## src/hdl/fus_pkg.sv

```systemverilog
`timescale 1ns / 1ps

package fus_pkg;

   // image and packet geometry
   localparam int ImageBytesWidth = 19;
   localparam int MaxImageBytes   = 262144;
   localparam int BlockBytes      = 1024;
   localparam int PacketBytes     = 128;
   localparam int WordBytes       = 4;
   localparam int PacketsPerBlock = BlockBytes / PacketBytes;
   localparam int BlockShift      = $clog2(BlockBytes);
   localparam int WordShift       = $clog2(WordBytes);

   localparam int CountWidth      = 17;
   localparam int IndexWidth      = 16;
   localparam int CodeWidth       = 5;
   localparam int CmdWidth        = 4;

   // config port
   localparam int CsrIndexWidth   = 2;
   localparam int CsrDataWidth    = ImageBytesWidth;

   localparam logic [CsrIndexWidth-1:0] CSR_IMAGE_BYTES  = 2'd0;
   localparam logic [CsrIndexWidth-1:0] CSR_SINGLE_WORD  = 2'd1;
   localparam logic [CsrIndexWidth-1:0] CSR_NEWEST_SW    = 2'd2;
   localparam logic [CsrIndexWidth-1:0] CSR_MASTER_SIDE  = 2'd3;

   // result queue
   localparam int QueueDepth      = 4;
   localparam int QueuePtrWidth   = $clog2(QueueDepth);
   localparam int QueueCntWidth   = QueuePtrWidth + 1;

   // request kinds
   localparam logic FUNC_START  = 1'b0;
   localparam logic FUNC_STATUS = 1'b1;

   // target status codes
   localparam logic [CodeWidth-1:0] ST_NOT_INIT     = 5'd0;
   localparam logic [CodeWidth-1:0] ST_NO_SPACE     = 5'd1;
   localparam logic [CodeWidth-1:0] ST_READY        = 5'd2;
   localparam logic [CodeWidth-1:0] ST_ERASE_OK     = 5'd3;
   localparam logic [CodeWidth-1:0] ST_ERASE_ERR    = 5'd4;
   localparam logic [CodeWidth-1:0] ST_PROG_OK      = 5'd5;
   localparam logic [CodeWidth-1:0] ST_PROG_ERR     = 5'd6;
   localparam logic [CodeWidth-1:0] ST_CHECKSUM_NOK = 5'd7;
   localparam logic [CodeWidth-1:0] ST_MISSING_PKT  = 5'd8;
   localparam logic [CodeWidth-1:0] ST_FINISH_OK    = 5'd9;
   localparam logic [CodeWidth-1:0] ST_CRC_ERR      = 5'd10;
   localparam logic [CodeWidth-1:0] ST_FREE_OK      = 5'd11;
   localparam logic [CodeWidth-1:0] ST_PART_1       = 5'd12;
   localparam logic [CodeWidth-1:0] ST_PART_2       = 5'd13;
   localparam logic [CodeWidth-1:0] ST_UNRECOGNIZED = 5'd14;
   localparam logic [CodeWidth-1:0] ST_CHECK_OK     = 5'd15;
   localparam logic [CodeWidth-1:0] ST_MARK_OK      = 5'd16;
   localparam logic [CodeWidth-1:0] ST_FORCE_OK     = 5'd17;

   typedef enum logic [CmdWidth-1:0] {
      CMD_START   = 4'd0,
      CMD_ERASE   = 4'd1,
      CMD_SEND    = 4'd2,
      CMD_FINISH  = 4'd3,
      CMD_FREE    = 4'd4,
      CMD_RESET   = 4'd5,
      CMD_CHECK   = 4'd6,
      CMD_GETPART = 4'd7,
      CMD_MARK    = 4'd8,
      CMD_FORCE   = 4'd9
   } cmd_type;

   typedef struct packed {
      logic                   func;
      logic [CodeWidth-1:0]   status_code;
      logic                   prep_ok;
      logic                   reset_ok;
   } req_type;

   typedef struct packed {
      logic                   has_command;
      cmd_type                command;
      logic [IndexWidth-1:0]  packet_index;
      logic                   partition;
      logic                   master_flag;
      logic                   done_res;
      logic                   last;
   } rsp_type;

   typedef struct packed {
      logic [CountWidth-1:0]  total_packets;
      logic                   newest_sw;
      logic                   master_side;
   } cfg_type;

endpackage

```

## src/hdl/fus_cfg.sv

```systemverilog
`timescale 1ns / 1ps

module fus_cfg (
   input  logic                                clock,
   input  logic                                reset,
   input  logic                                csr_write,
   input  logic [fus_pkg::CsrIndexWidth-1:0]   csr_index,
   input  logic [fus_pkg::CsrDataWidth-1:0]    csr_data,
   output fus_pkg::cfg_type                    cfg
);

   logic [fus_pkg::ImageBytesWidth-1:0] image_bytes_ff;
   logic                                single_word_ff;
   logic                                newest_sw_ff;
   logic                                master_side_ff;

   logic [fus_pkg::ImageBytesWidth-1:0] bytes_sat;
   logic [fus_pkg::ImageBytesWidth:0]   word_sum;
   logic [fus_pkg::ImageBytesWidth:0]   block_sum;
   logic [fus_pkg::CountWidth-1:0]      total_words;
   logic [fus_pkg::CountWidth-1:0]      total_blocks;

   always_ff @(posedge clock) begin
      if (reset) begin
         image_bytes_ff  <= '0;
         single_word_ff  <= 1'b0;
         newest_sw_ff    <= 1'b0;
         master_side_ff  <= 1'b0;
      end else if (csr_write) begin
         unique case (csr_index)
            fus_pkg::CSR_IMAGE_BYTES:  image_bytes_ff  <= csr_data;
            fus_pkg::CSR_SINGLE_WORD:  single_word_ff  <= csr_data[0];
            fus_pkg::CSR_NEWEST_SW:    newest_sw_ff    <= csr_data[0];
            fus_pkg::CSR_MASTER_SIDE:  master_side_ff  <= csr_data[0];
            default: ;
         endcase
      end
   end

   // packet total: ceil(bytes/4) words, or ceil(bytes/1KiB) blocks of 128-byte packets
   always_comb begin
      bytes_sat = (image_bytes_ff > fus_pkg::ImageBytesWidth'(fus_pkg::MaxImageBytes))
                  ? fus_pkg::ImageBytesWidth'(fus_pkg::MaxImageBytes) : image_bytes_ff;
      word_sum  = {1'b0, bytes_sat} + (fus_pkg::ImageBytesWidth+1)'(fus_pkg::WordBytes - 1);
      block_sum = {1'b0, bytes_sat} + (fus_pkg::ImageBytesWidth+1)'(fus_pkg::BlockBytes - 1);
      total_words  = fus_pkg::CountWidth'(word_sum >> fus_pkg::WordShift);
      total_blocks = fus_pkg::CountWidth'(block_sum >> fus_pkg::BlockShift)
                     * fus_pkg::CountWidth'(fus_pkg::PacketsPerBlock);
   end

   assign cfg.total_packets = single_word_ff ? total_words : total_blocks;
   assign cfg.newest_sw     = newest_sw_ff;
   assign cfg.master_side   = master_side_ff;

endmodule

```

## src/hdl/fus_core.sv

```systemverilog
`timescale 1ns / 1ps

module fus_core (
   input  logic              clock,
   input  logic              reset,
   input  logic              proc,       // request in the input register is retired this cycle
   input  fus_pkg::req_type  req,
   input  fus_pkg::cfg_type  cfg,
   output logic [1:0]        res_n,
   output fus_pkg::rsp_type  res0,
   output fus_pkg::rsp_type  res1
);

   logic [fus_pkg::CountWidth-1:0] pkt_cnt_ff, pkt_cnt_in;
   fus_pkg::cmd_type               last_cmd_ff, last_cmd_in;
   logic                           awaiting_ff, awaiting_in;
   logic                           part_ff, part_in;
   logic                           finished_ff, finished_in;

   logic [fus_pkg::CountWidth-1:0] pkt_dec;
   logic                           done;

   function automatic fus_pkg::rsp_type mk_cmd(input fus_pkg::cmd_type cmd,
                                               input logic [fus_pkg::IndexWidth-1:0] idx,
                                               input logic part, input logic master);
      fus_pkg::rsp_type r;
      r              = '0;
      r.has_command  = 1'b1;
      r.command      = cmd;
      r.packet_index = idx;
      r.partition    = part;
      r.master_flag  = master;
      return r;
   endfunction

   assign pkt_dec = pkt_cnt_ff - fus_pkg::CountWidth'(1);

   always_comb begin
      pkt_cnt_in  = pkt_cnt_ff;
      last_cmd_in = last_cmd_ff;
      awaiting_in = awaiting_ff;
      part_in     = part_ff;
      finished_in = finished_ff;
      res_n       = 2'd0;
      res0        = '0;
      res1        = '0;
      done        = 1'b0;

      if (req.func == fus_pkg::FUNC_START) begin
         finished_in = 1'b0;
         awaiting_in = 1'b0;
         pkt_cnt_in  = '0;
         res_n       = 2'd1;
         res0 = mk_cmd(cfg.newest_sw ? fus_pkg::CMD_FORCE : fus_pkg::CMD_GETPART,
                       '0, part_ff, cfg.master_side);
      end else if (!finished_ff && req.status_code <= fus_pkg::ST_FORCE_OK) begin
         unique case (req.status_code)
            fus_pkg::ST_NOT_INIT, fus_pkg::ST_NO_SPACE: begin
               res_n = 2'd1;
               res0  = mk_cmd(fus_pkg::CMD_FREE, '0, part_ff, cfg.master_side);
               done  = 1'b1;
            end
            fus_pkg::ST_READY: begin
               res_n = 2'd1;
               res0  = mk_cmd(fus_pkg::CMD_ERASE, '0, part_ff, cfg.master_side);
            end
            fus_pkg::ST_ERASE_OK: begin
               res_n      = 2'd1;
               res0       = mk_cmd(fus_pkg::CMD_SEND, pkt_cnt_ff[fus_pkg::IndexWidth-1:0],
                                   part_ff, cfg.master_side);
               pkt_cnt_in = pkt_cnt_ff + fus_pkg::CountWidth'(1);
            end
            fus_pkg::ST_ERASE_ERR, fus_pkg::ST_PROG_ERR, fus_pkg::ST_CRC_ERR: begin
               res_n = 2'd1;
               res0  = mk_cmd(fus_pkg::CMD_FREE, '0, part_ff, cfg.master_side);
            end
            fus_pkg::ST_PROG_OK: begin
               res_n = 2'd1;
               if (pkt_cnt_ff == cfg.total_packets) begin
                  res0 = mk_cmd(fus_pkg::CMD_FINISH, '0, part_ff, cfg.master_side);
               end else begin
                  res0 = mk_cmd(fus_pkg::CMD_SEND, pkt_cnt_ff[fus_pkg::IndexWidth-1:0],
                                part_ff, cfg.master_side);
                  pkt_cnt_in = pkt_cnt_ff + fus_pkg::CountWidth'(1);
               end
            end
            fus_pkg::ST_CHECKSUM_NOK: begin
               res_n = 2'd1;
               priority if (last_cmd_ff == fus_pkg::CMD_SEND) begin
                  // step back and resend; the counter ends where it was
                  res0 = mk_cmd(fus_pkg::CMD_SEND, pkt_dec[fus_pkg::IndexWidth-1:0],
                                part_ff, cfg.master_side);
               end else if (last_cmd_ff == fus_pkg::CMD_START) begin
                  res0 = mk_cmd(fus_pkg::CMD_START, '0, part_ff, cfg.master_side);
               end else begin
                  res0 = mk_cmd(fus_pkg::CMD_FREE, '0, part_ff, cfg.master_side);
               end
            end
            fus_pkg::ST_MISSING_PKT: begin
               res_n = 2'd1;
               res0  = mk_cmd(fus_pkg::CMD_SEND, pkt_dec[fus_pkg::IndexWidth-1:0],
                              part_ff, cfg.master_side);
            end
            fus_pkg::ST_FINISH_OK: begin
               awaiting_in = 1'b1;
               res_n       = 2'd1;
               res0        = mk_cmd(fus_pkg::CMD_FREE, '0, part_ff, cfg.master_side);
            end
            fus_pkg::ST_FREE_OK: begin
               res_n = 2'd1;
               if (awaiting_ff) begin
                  awaiting_in = 1'b0;
                  res0 = mk_cmd(fus_pkg::CMD_RESET, '0, part_ff, cfg.master_side);
                  if (cfg.master_side || req.reset_ok) begin
                     res_n = 2'd2;
                     res1  = mk_cmd(fus_pkg::CMD_CHECK, '0, part_ff, cfg.master_side);
                  end else begin
                     done = 1'b1;
                  end
               end else begin
                  done = 1'b1;
               end
            end
            fus_pkg::ST_PART_1, fus_pkg::ST_PART_2: begin
               part_in = (req.status_code == fus_pkg::ST_PART_2);
               res_n   = 2'd1;
               res0    = mk_cmd(req.prep_ok ? fus_pkg::CMD_START : fus_pkg::CMD_FREE, '0,
                                part_in, cfg.master_side);
            end
            fus_pkg::ST_UNRECOGNIZED: begin
               res_n = 2'd1;
               done  = 1'b1;
            end
            fus_pkg::ST_CHECK_OK: begin
               res_n = 2'd1;
               res0  = mk_cmd(fus_pkg::CMD_MARK, '0, part_ff, cfg.master_side);
            end
            fus_pkg::ST_MARK_OK, fus_pkg::ST_FORCE_OK: begin
               res_n = 2'd1;
               res0  = mk_cmd(fus_pkg::CMD_RESET, '0, part_ff, cfg.master_side);
               done  = 1'b1;
            end
            default: ;
         endcase
      end

      // tag the final result of this request
      if (res_n == 2'd2) begin
         res1.last     = 1'b1;
         res1.done_res = done;
         last_cmd_in   = res1.command;
      end else if (res_n == 2'd1) begin
         res0.last     = 1'b1;
         res0.done_res = done;
         if (res0.has_command) begin
            last_cmd_in = res0.command;
         end
      end
      if (done) begin
         finished_in = 1'b1;
      end
   end

   always_ff @(posedge clock) begin
      if (reset) begin
         pkt_cnt_ff  <= '0;
         last_cmd_ff <= fus_pkg::CMD_START;
         awaiting_ff <= 1'b0;
         part_ff     <= 1'b0;
         finished_ff <= 1'b0;
      end else if (proc) begin
         pkt_cnt_ff  <= pkt_cnt_in;
         last_cmd_ff <= last_cmd_in;
         awaiting_ff <= awaiting_in;
         part_ff     <= part_in;
         finished_ff <= finished_in;
      end
   end

endmodule

```

## src/hdl/fus_outq.sv

```systemverilog
`timescale 1ns / 1ps

module fus_outq (
   input  logic              clock,
   input  logic              reset,
   input  logic [1:0]        push_n,
   input  fus_pkg::rsp_type  din0,
   input  fus_pkg::rsp_type  din1,
   output logic              space,      // room for a pair of results
   output logic              rsp_valid,
   input  logic              rsp_stall,
   output fus_pkg::rsp_type  dout
);

   fus_pkg::rsp_type                    queue_ff [fus_pkg::QueueDepth];
   logic [fus_pkg::QueuePtrWidth-1:0]   wr_ptr_ff, wr_ptr_in;
   logic [fus_pkg::QueuePtrWidth-1:0]   rd_ptr_ff, rd_ptr_in;
   logic [fus_pkg::QueueCntWidth-1:0]   count_ff, count_in;
   logic [fus_pkg::QueuePtrWidth-1:0]   wr_ptr_nxt;
   logic                                pop;

   assign pop        = (count_ff != '0) && !rsp_stall;
   assign space      = count_ff <= fus_pkg::QueueCntWidth'(fus_pkg::QueueDepth - 2);
   assign rsp_valid  = count_ff != '0;
   assign dout       = queue_ff[rd_ptr_ff];
   assign wr_ptr_nxt = wr_ptr_ff + fus_pkg::QueuePtrWidth'(1);

   always_comb begin
      wr_ptr_in = wr_ptr_ff + fus_pkg::QueuePtrWidth'(push_n);
      rd_ptr_in = rd_ptr_ff + fus_pkg::QueuePtrWidth'(pop);
      count_in  = count_ff + fus_pkg::QueueCntWidth'(push_n)
                  - fus_pkg::QueueCntWidth'(pop);
   end

   always_ff @(posedge clock) begin
      if (push_n != 2'd0) begin
         queue_ff[wr_ptr_ff] <= din0;
      end
      if (push_n == 2'd2) begin
         queue_ff[wr_ptr_nxt] <= din1;
      end
   end

   always_ff @(posedge clock) begin
      if (reset) begin
         wr_ptr_ff <= '0;
         rd_ptr_ff <= '0;
         count_ff  <= '0;
      end else begin
         wr_ptr_ff <= wr_ptr_in;
         rd_ptr_ff <= rd_ptr_in;
         count_ff  <= count_in;
      end
   end

   a_count_bound: assert property (@(posedge clock) disable iff (reset)
      count_ff <= fus_pkg::QueueCntWidth'(fus_pkg::QueueDepth))
      else $error("result queue overfilled");

   a_done_is_last: assert property (@(posedge clock) disable iff (reset)
      (rsp_valid && dout.done_res) |-> dout.last)
      else $error("done mark on a result that is not last");

   a_bare_is_done: assert property (@(posedge clock) disable iff (reset)
      (rsp_valid && !dout.has_command) |-> (dout.done_res && dout.last))
      else $error("result without command is not a done mark");

endmodule

```

## src/hdl/firmware_update_sequencer_unit.sv

```systemverilog
`timescale 1ns / 1ps

// Channel   | Ports                                 | Direction | Handshake
// ----------+---------------------------------------+-----------+-------------------
// request   | req_func/status_code/prep_ok/reset_ok | in        | req_valid/req_stall
// response  | rsp_has_command ... rsp_last          | out       | rsp_valid/rsp_stall
// config    | csr_index, csr_data                   | in        | csr_write
//
// A request is registered, decoded combinationally, and its one or two responses are
// pushed into a 4-entry response queue; the first response is valid once the push is
// registered. Sustained rate is one request per cycle while the queue has room for a
// pair; the response port drains one per cycle unless stalled, so the reset+check
// pair after a free-ok leaves the port one response at a time.
// Reset (synchronous, active high) clears the sequencer state, config and queue.
// Response stall backs up the queue; the request side stalls only when the queue
// cannot take a pair.

module firmware_update_sequencer_unit (
   input  logic                                clock,
   input  logic                                reset,

   input  logic                                csr_write,
   input  logic [fus_pkg::CsrIndexWidth-1:0]   csr_index,
   input  logic [fus_pkg::CsrDataWidth-1:0]    csr_data,

   input  logic                                req_valid,
   output logic                                req_stall,
   input  logic                                req_func,
   input  logic [fus_pkg::CodeWidth-1:0]       req_status_code,
   input  logic                                req_prep_ok,
   input  logic                                req_reset_ok,

   output logic                                rsp_valid,
   input  logic                                rsp_stall,
   output logic                                rsp_has_command,
   output logic [fus_pkg::CmdWidth-1:0]        rsp_command,
   output logic [fus_pkg::IndexWidth-1:0]      rsp_packet_index,
   output logic                                rsp_partition,
   output logic                                rsp_master_flag,
   output logic                                rsp_done_res,
   output logic                                rsp_last
);

   fus_pkg::cfg_type cfg;
   fus_pkg::req_type req_ff;
   logic             req_valid_ff;
   logic             q_space;
   logic             proc;
   logic             req_take;
   logic [1:0]       res_n;
   logic [1:0]       push_n;
   fus_pkg::rsp_type res0;
   fus_pkg::rsp_type res1;
   fus_pkg::rsp_type dout;

   // the held request retires once the queue can take a pair of responses
   assign proc      = req_valid_ff && q_space;
   assign req_stall = req_valid_ff && !q_space;
   assign req_take  = req_valid && !req_stall;
   assign push_n    = proc ? res_n : 2'd0;

   always_ff @(posedge clock) begin
      if (reset) begin
         req_valid_ff <= 1'b0;
      end else if (req_take) begin
         req_valid_ff <= 1'b1;
      end else if (proc) begin
         req_valid_ff <= 1'b0;
      end
   end

   always_ff @(posedge clock) begin
      if (req_take) begin
         req_ff.func        <= req_func;
         req_ff.status_code <= req_status_code;
         req_ff.prep_ok     <= req_prep_ok;
         req_ff.reset_ok    <= req_reset_ok;
      end
   end

   fus_cfg u_cfg (
      .clock     (clock),
      .reset     (reset),
      .csr_write (csr_write),
      .csr_index (csr_index),
      .csr_data  (csr_data),
      .cfg       (cfg)
   );

   fus_core u_core (
      .clock (clock),
      .reset (reset),
      .proc  (proc),
      .req   (req_ff),
      .cfg   (cfg),
      .res_n (res_n),
      .res0  (res0),
      .res1  (res1)
   );

   fus_outq u_outq (
      .clock     (clock),
      .reset     (reset),
      .push_n    (push_n),
      .din0      (res0),
      .din1      (res1),
      .space     (q_space),
      .rsp_valid (rsp_valid),
      .rsp_stall (rsp_stall),
      .dout      (dout)
   );

   assign rsp_has_command  = dout.has_command;
   assign rsp_command      = dout.command;
   assign rsp_packet_index = dout.packet_index;
   assign rsp_partition    = dout.partition;
   assign rsp_master_flag  = dout.master_flag;
   assign rsp_done_res     = dout.done_res;
   assign rsp_last         = dout.last;

endmodule
```

## config.mk

```make
export PLATFORM = sky130hd
export DESIGN_NAME = firmware_update_sequencer_unit
export DESIGN_NICKNAME = d
export VERILOG_FILES = /design/src/hdl/fus_pkg.sv /design/src/hdl/fus_cfg.sv /design/src/hdl/fus_core.sv /design/src/hdl/fus_outq.sv /design/src/hdl/firmware_update_sequencer_unit.sv
export SDC_FILE = /design/constraint.sdc
export NUM_CORES = 1
export LEC_CHECK = 0
export ABC_AREA = 1
export BUFFER_PORTS_ARGS = -buffer_cell sky130_fd_sc_hd__buf_2
export CAP_MARGIN = 20
export CORE_ASPECT_RATIO = 1.4
export CORE_MARGIN = 2
export CORE_UTILIZATION = 60
export CTS_BUF_LIST = sky130_fd_sc_hd__clkbuf_16
export CTS_CLUSTER_DIAMETER = 30
export DETAILED_ROUTE_END_ITERATION = 8
export GPL_ROUTABILITY_DRIVEN = 0
export PLACE_DENSITY = 0.84
export SETUP_SLACK_MARGIN = 0.4
export SYNTH_ARGS = -nofsm -noshare
export SYNTH_HDL_FRONTEND = slang
export SYNTH_SLANG_ARGS = --single-unit
```

## constraint.sdc

```tcl
create_clock -name clock -period 3.9 [get_ports clock]
set_input_delay 0.585 -clock clock [delete_from_list [all_inputs] [get_ports clock]]
set_output_delay 0.585 -clock clock [all_outputs]
set_load 0.05 [all_outputs]
```

Word level (Yosys, flattened, before mapping)
Memory sizes are Yosys's and may differ from the RTL's. A register that Yosys moved wholly into a read port is not among the register bits.
Index checks and enable logic that the tools add are counted.
{"block": "word_totals", "register_bits": 62, "ramBits": 100, "in_bits": 34, "out_inout_bits": 27, "word_cells": 141, "mem_count": 1}
{"name": "u_outq.queue_ff", "words": 4, "width": 25, "rd": 1, "rd_ports_with_merged_regs": 1, "write_ports": 2, "line": "fus_outq.sv:15", "source": "fus_pkg::rsp_type queue_ff [fus_pkg::QueueDepth];"}
{"block": "classes", "add_sub_neg": 9, "order_cmp": 3, "eq_ne": 30, "muxes": 49, "reduce_logical": 32}
{"cell": "case mux 25 bit (10 select lines)", "count": 1}
{"cell": "two-way mux 25 bit", "count": 9}
{"cell": "two-way mux 17 bit", "count": 4}
{"cell": "== test 5 x 4 -> 1 bit (second input constant)", "count": 8}
{"cell": "case mux 17 bit (2 select lines)", "count": 1}
{"cell": "two-way mux 23 bit", "count": 1}
{"cell": "two-way mux 21 bit", "count": 1}
{"cell": "adder 19 x 10 -> 20 bit (second input constant)", "count": 1}
{"cell": "== test 5 x 3 -> 1 bit (second input constant)", "count": 4}
{"cell": "adder 19 x 2 -> 19 bit (second input constant)", "count": 1}
{"cell": "> comparator 19 bit (second input constant)", "count": 1}
{"cell": "two-way mux 19 bit", "count": 1}
{"cell": "two-way mux 2 bit", "count": 9}
{"cell": "adder 17 x 1 -> 17 bit (second input constant)", "count": 1}
{"cell": "== test 17 bit", "count": 1}
{"cell": "OR reduction 17 bit", "count": 1}
{"cell": "two-way mux 4 bit", "count": 4}
{"cell": "subtractor 16 x 1 -> 16 bit (second input constant)", "count": 1}
{"cell": "two-way mux 1 bit", "count": 14}
{"cell": "== test 5 x 2 -> 1 bit (second input constant)", "count": 2}
{"cell": "== test 5 bit (second input constant)", "count": 2}
{"cell": "AND reduction 2 bit", "count": 5}
{"cell": "== test 2 bit (second input constant)", "count": 4}
{"cell": "AND reduction 4 bit", "count": 2}
{"cell": "other kinds (28)", "count": 44}

Logic depth before layout (Yosys ltp)
{"block": "logic_depth", "word_depth": 12, "mapped_depth": 25, "ltp_nobuf": 23}

By module
Synthesis repeated with hierarchy kept, for this count alone.
{"block": "unflattened", "hier_cells": 1339, "hier_area_um2": 10553.9}
{"mod": "fus_outq", "n_inst": 1, "cells_each": 546, "area_each_um2": 5635.4, "seq_area_each_um2": 3143.0}
{"mod": "fus_core", "n_inst": 1, "cells_each": 487, "area_each_um2": 2892.8, "seq_area_each_um2": 480.5}
{"mod": "fus_cfg", "n_inst": 1, "cells_each": 285, "area_each_um2": 1714.1, "seq_area_each_um2": 440.4}
{"mod": "firmware_update_sequencer_unit", "n_inst": 1, "cells_each": 21, "area_each_um2": 311.5, "seq_area_each_um2": 260.2}

Worst setup path before layout
No wires, ideal clock.
{"block": "synth_timing", "kind": "register to register", "from": "reg req_ff[4] in the netlist's numbering", "to": "reg u_outq.count_ff[2] in the netlist's numbering", "setup_ns": 0.128, "t_arrival_ns": 2.637, "required_ns": 3.772, "setup_slack_ns": 1.135, "stages_incl_launch_ff": 18, "n_path_buf": 0, "period_less_slack_ns": 2.765, "cell_sequence": "edfxtp_1 nor2_1 inv_1 nor2_1 inv_1 nand2_1 nand2_1 nor2_1 inv_1 nor2_1 inv_1 nor2_1 inv_1 ha_1 fa_1 xor2_1 inv_1 nor2_1"}
{"block": "synth_via", "elab_chain_cells": 8, "word_cells_on_any_way": 27, "classes_between": "2 x add/sub; 1 x order compare; 17 x eq/ne; 4 x mux; 3 x reduce/logical"}
{"element": "start: declaration", "line": "firmware_update_sequencer_unit.sv:45", "source": "fus_pkg::req_type req_ff;"}
{"element": "== test 5 x 2 -> 1 bit (tied with other cells)", "line": "fus_core.sv:57", "source": "unique case (req.status_code)"}
{"element": "OR reduction 17 bit (no line)"}
{"element": "case mux 2 bit (2 select lines)", "line": "fus_core.sv:57"}
{"element": "two-way mux 2 bit (*)", "line": "fus_core.sv:56", "source": "end else if (!finished_ff && req.status_code <= fus_pkg::ST_FORCE_OK) begin"}
{"element": "two-way mux 2 bit (*)", "line": "fus_core.sv:49", "source": "if (req.func == fus_pkg::FUNC_START) begin"}
{"element": "two-way mux 2 bit (*)", "line": "firmware_update_sequencer_unit.sv:60", "source": "assign push_n = proc ? res_n : 2'd0;"}
{"element": "adder 3 x 2 -> 3 bit (*)", "line": "fus_outq.sv:31", "source": "count_in = count_ff + fus_pkg::QueueCntWidth'(push_n)"}
{"element": "subtractor 3 x 1 -> 3 bit (*)", "line": "fus_outq.sv:32", "source": "- fus_pkg::QueueCntWidth'(pop);"}
{"element": "end signal: assignment", "line": "fus_outq.sv:52", "source": "count_ff <= count_in;"}
{"element": "end: declaration", "line": "fus_outq.sv:18", "source": "logic [fus_pkg::QueueCntWidth-1:0] count_ff, count_in;"}
Every way passes the cells marked *; elsewhere a longest branch is shown, timed or not.
A chain may end at the register's enable or synchronous reset.

Final worst setup path
Ends and elaborated chain as after synthesis.

==> flow_summary.yaml <==
clock_network:
  cts_buffers: 17
  cts_max_path_buffers: 2
  clk_pin_slew_worst_paths_ns: 0.06
  cts_max_level: 4
  cts_tree: "built"
  cts-root-buf: "clkbuf_16"
  clk_latency_ns: 0.43
  cts.sinks: 162
route:
  drc: 0
  first_iter_violations: 1052
  vias: 9616
  antenna_left: 0
  dr.pass1.iters: 5
  wl_per_cell_um: 16.0
  wirelength_um: 25600
  viasPerCell: 6.00
cells_and_area:
  nFillCells: 1297
  drive_above_1_share_pct: 10.4
  final_cell_area_um2: 10300
  final_util_pct: 67.1
  synthToLayoutAreaGrowth_pct: 10.5
  multiInputGateArea_um2: 4930
  diodes: 0
  final_nets: 1439
  regArea_um2: 3600
timing:
  period_minus_slack_ns: 3.23
  slew_headroom_pct: 42.2
  fin_skew_ns: 0.00901
  rsz0062_at_grt: "no"
  fmax_mhz: 310
  final_max_slew_viol_count: 0
  period_share_pct: 82.8
  tns_ns: 0
  worst_pin_slew_ns: 0.860
  hold_viol_final: 0
  setup_viol: 0
  setup_ws_ns: 0.672
critical_path:
  cp-start-kind: "register"
  crit_path_cell_trace: "nor2_1 > inv_1 > nor2_1 > inv_1 > nand2_1 > nand2_1 > nor2_1 > inv_1 > nor2_1 > inv_1 > nor2_1 > inv_1 > ha_1 > fa_1 > xor2_1 > inv_1 > nor2_1"
  crit_path_end_kind: "register"
  crit_fanout: 6
  cp_slowest_cell: "fa_1"
  worst-setup-path-type: "register to register"
  ff2ff_setup_slack_ns: 0.67
  worstPathRequired_ns: 4.19
  max_stage_delay_ns: 0.44
  rr_worst_depth: 17
  arrival_ns: 3.52
power:
  p_per_area_nw_per_um2: 513
  clock_power_share_pct: 32.4
  p_seq_share_pct: 34.8
  ir_drop_mv: 0.533
  power.total_mw: 5.30
  power.internal_mw: 3.22
  p_sw_share_pct: 39.1
  power_frac_comb_pct: 32.9
  switchingPower_mw: 2.07
  leakagePower_nw: 4.51
synth:
  ys_ff_latch: 162
  syn-cell-area_um2: 9350
  synth_flop_cell: "dfxtp_1"
  syn_inst: 1366
  synth_most_common_cell: "nand2_1"
  ys_top_cells_by_count: "344 x nand2_1, 174 x nor2_1, 156 x nand3_1"
  synth.avg_cell_area_um2: 6.84
  synth_cell_types: 50
  yosysWarningCount: 0
  ys_async_sr_fraction_pct: 0
  ys_top_cells_by_area: "dfxtp_1 27%, nand2_1 14%, edfxtp_1 12%, nand3_1 8.4%, nor2_1 7.0%"
  yosysSeqAreaShare_pct: 38.5
  synth_edf_count: 36
  synth.top_cell.area_share_pct: 27.0
  synth_top_area_cell: "dfxtp_1"
  syn_nets: 1411
global_routing:
  grt-ovfl-total: 0
  grt_pass1_wl_um: 40800
  antenna_found_initial: 0
  grt_max_degree: 65
  first_global_vias: 8540
  grt_use_total_pct: 31.0
min_path:
  holdCritPathClass: "input port to register"
  whs_path_depth: 1
placed_design:
  portBuffers: 60
  dpl.hpwl_um: 17100
  place_worst_setup_slack_ns: 0.465
  placed_cell_area_um2: 9620
die:
  fp.coreArea_um2: 15400
  start_util_pct: 60.7
  rows: 54
  dieHeight_um: 152
  dieWidth_um: 110
  die_area_um2: 16600
  pin_count: 61
run_status:
  outcome: "completed"
flow_run:
  cap_violations: 0
-- final timing paths --
| kind | from | to |
|---|---|---|
| setup / recovery | req_ff[4] | u_outq.count_ff[2] |
| hold / removal | req_func | req_ff[7] |
| setup reg to reg | req_ff[4] | u_outq.count_ff[2] |
| hold reg to reg | u_outq.queue_ff[2][15] | u_outq.queue_ff[2][15] |
-- power groups by stage --
stage	logic (mW)	clock network [mW]	registers, mW
finish	1.74	1.71	1.84
detailed placement	1.70	0	1.88
global placement	1.68	0	1.87
global route	1.87	1.79	1.85
floorplan	1.33	0	1.86
CTS	1.71	1.72	1.84
-- final cells by class --
type | count | area share (%)
flip-flops and latches | 162 | 34.9
multi-input cells | 1010 | 47.7
clock inverters | 13 | 1.25
clock buffers | 19 | 4.60
repair buffers | 84 | 4.81
inverters | 119 | 4.42
well taps | 196 | 2.37
-- registers in the layout, indices dropped and copies added (netlist names) --
name,count
u_core.awaiting_ff,1
u_outq.count_ff,3
u_cfg.newest_sw_ff,1
req_ff,8
u_cfg.image_bytes_ff,19
u_core.finished_ff,1
u_outq.wr_ptr_ff,2
req_valid_ff,1
u_outq.rd_ptr_ff,2
u_cfg.master_side_ff,1
u_core.pkt_cnt_ff,17
u_core.part_ff,1
u_cfg.single_word_ff,1
u_outq.queue_ff,100
u_core.last_cmd_ff,4
-- cells by family after synthesis --
| logic type | Yosys count | synth area share [%] |
|---|---|---|
| buf+inv | 195 | 9.02 |
| compound gates | 207 | 12.4 |
| fa+ha+maj | 11 | 1.55 |
| flops | 162 | 38.5 |
| simple gates | 768 | 36.3 |
| xor+xnor | 23 | 2.15 |
-- per-stage QoR --
step                hold WS, ns  std cells
global placement          0.432       1561
global route              0.328       1603
detailed placement        0.436       1562
finish                    0.338       1603
CTS                       0.330       1594
floorplan                 0.421       1366
-- per-layer routing --
| metal | GRT usage, % | wire length [um] | part of all wire, % |
|---|---|---|---|
| met5 | 0 | 0 | 0 |
| met4 | 16.8 | 1270 | 5.0 |
| met3 | 5.26 | 1700 | 6.6 |
| met2 | 53.2 | 12700 | 50 |
| met1 | 36.5 | 9980 | 39 |
-- critical path: cells and delay by family (launching register included) --
family | cells | cell delay [ns]
flops | 1 | 0.43
fa+ha+maj | 2 | 0.76
simple gates | 8 | 1.15
buf+inv | 6 | 0.57
xor+xnor | 1 | 0.17
-- cells in the final DEF (no fill, tap or decap), types with 20 or more instances in the layout --
| master | Yosys | final |
|---|---|---|
| nand2_1 | 344 | 344 |
| nor2_1 | 174 | 174 |
| nand3_1 | 156 | 156 |
| dfxtp_1 | 126 | 126 |
| inv_1 | 109 | 111 |
| o21ai_0 | 92 | 92 |
| buf_2 | 8 | 60 |
| a21oi_1 | 44 | 44 |
| o22ai_1 | 37 | 37 |
| edfxtp_1 | 36 | 36 |
| nand4_1 | 34 | 34 |
| nor3_1 | 24 | 24 |
| buf_4 | 3 | 22 |
| xor2_1 | 20 | 20 |
-- timing repair --
| item | in CTS | in global routing |
|---|---|---|
| hold buffers | 0 | 0 |
| setup endpoints to repair | 1 | 85 |
| buffers inserted | 0 | 8 |
| gates cloned | 0 | 1 |
| resized for setup | 1 | 5 |
| pin swaps | 0 | 1 |
Note: power is estimated with default switching activity, not from simulation.
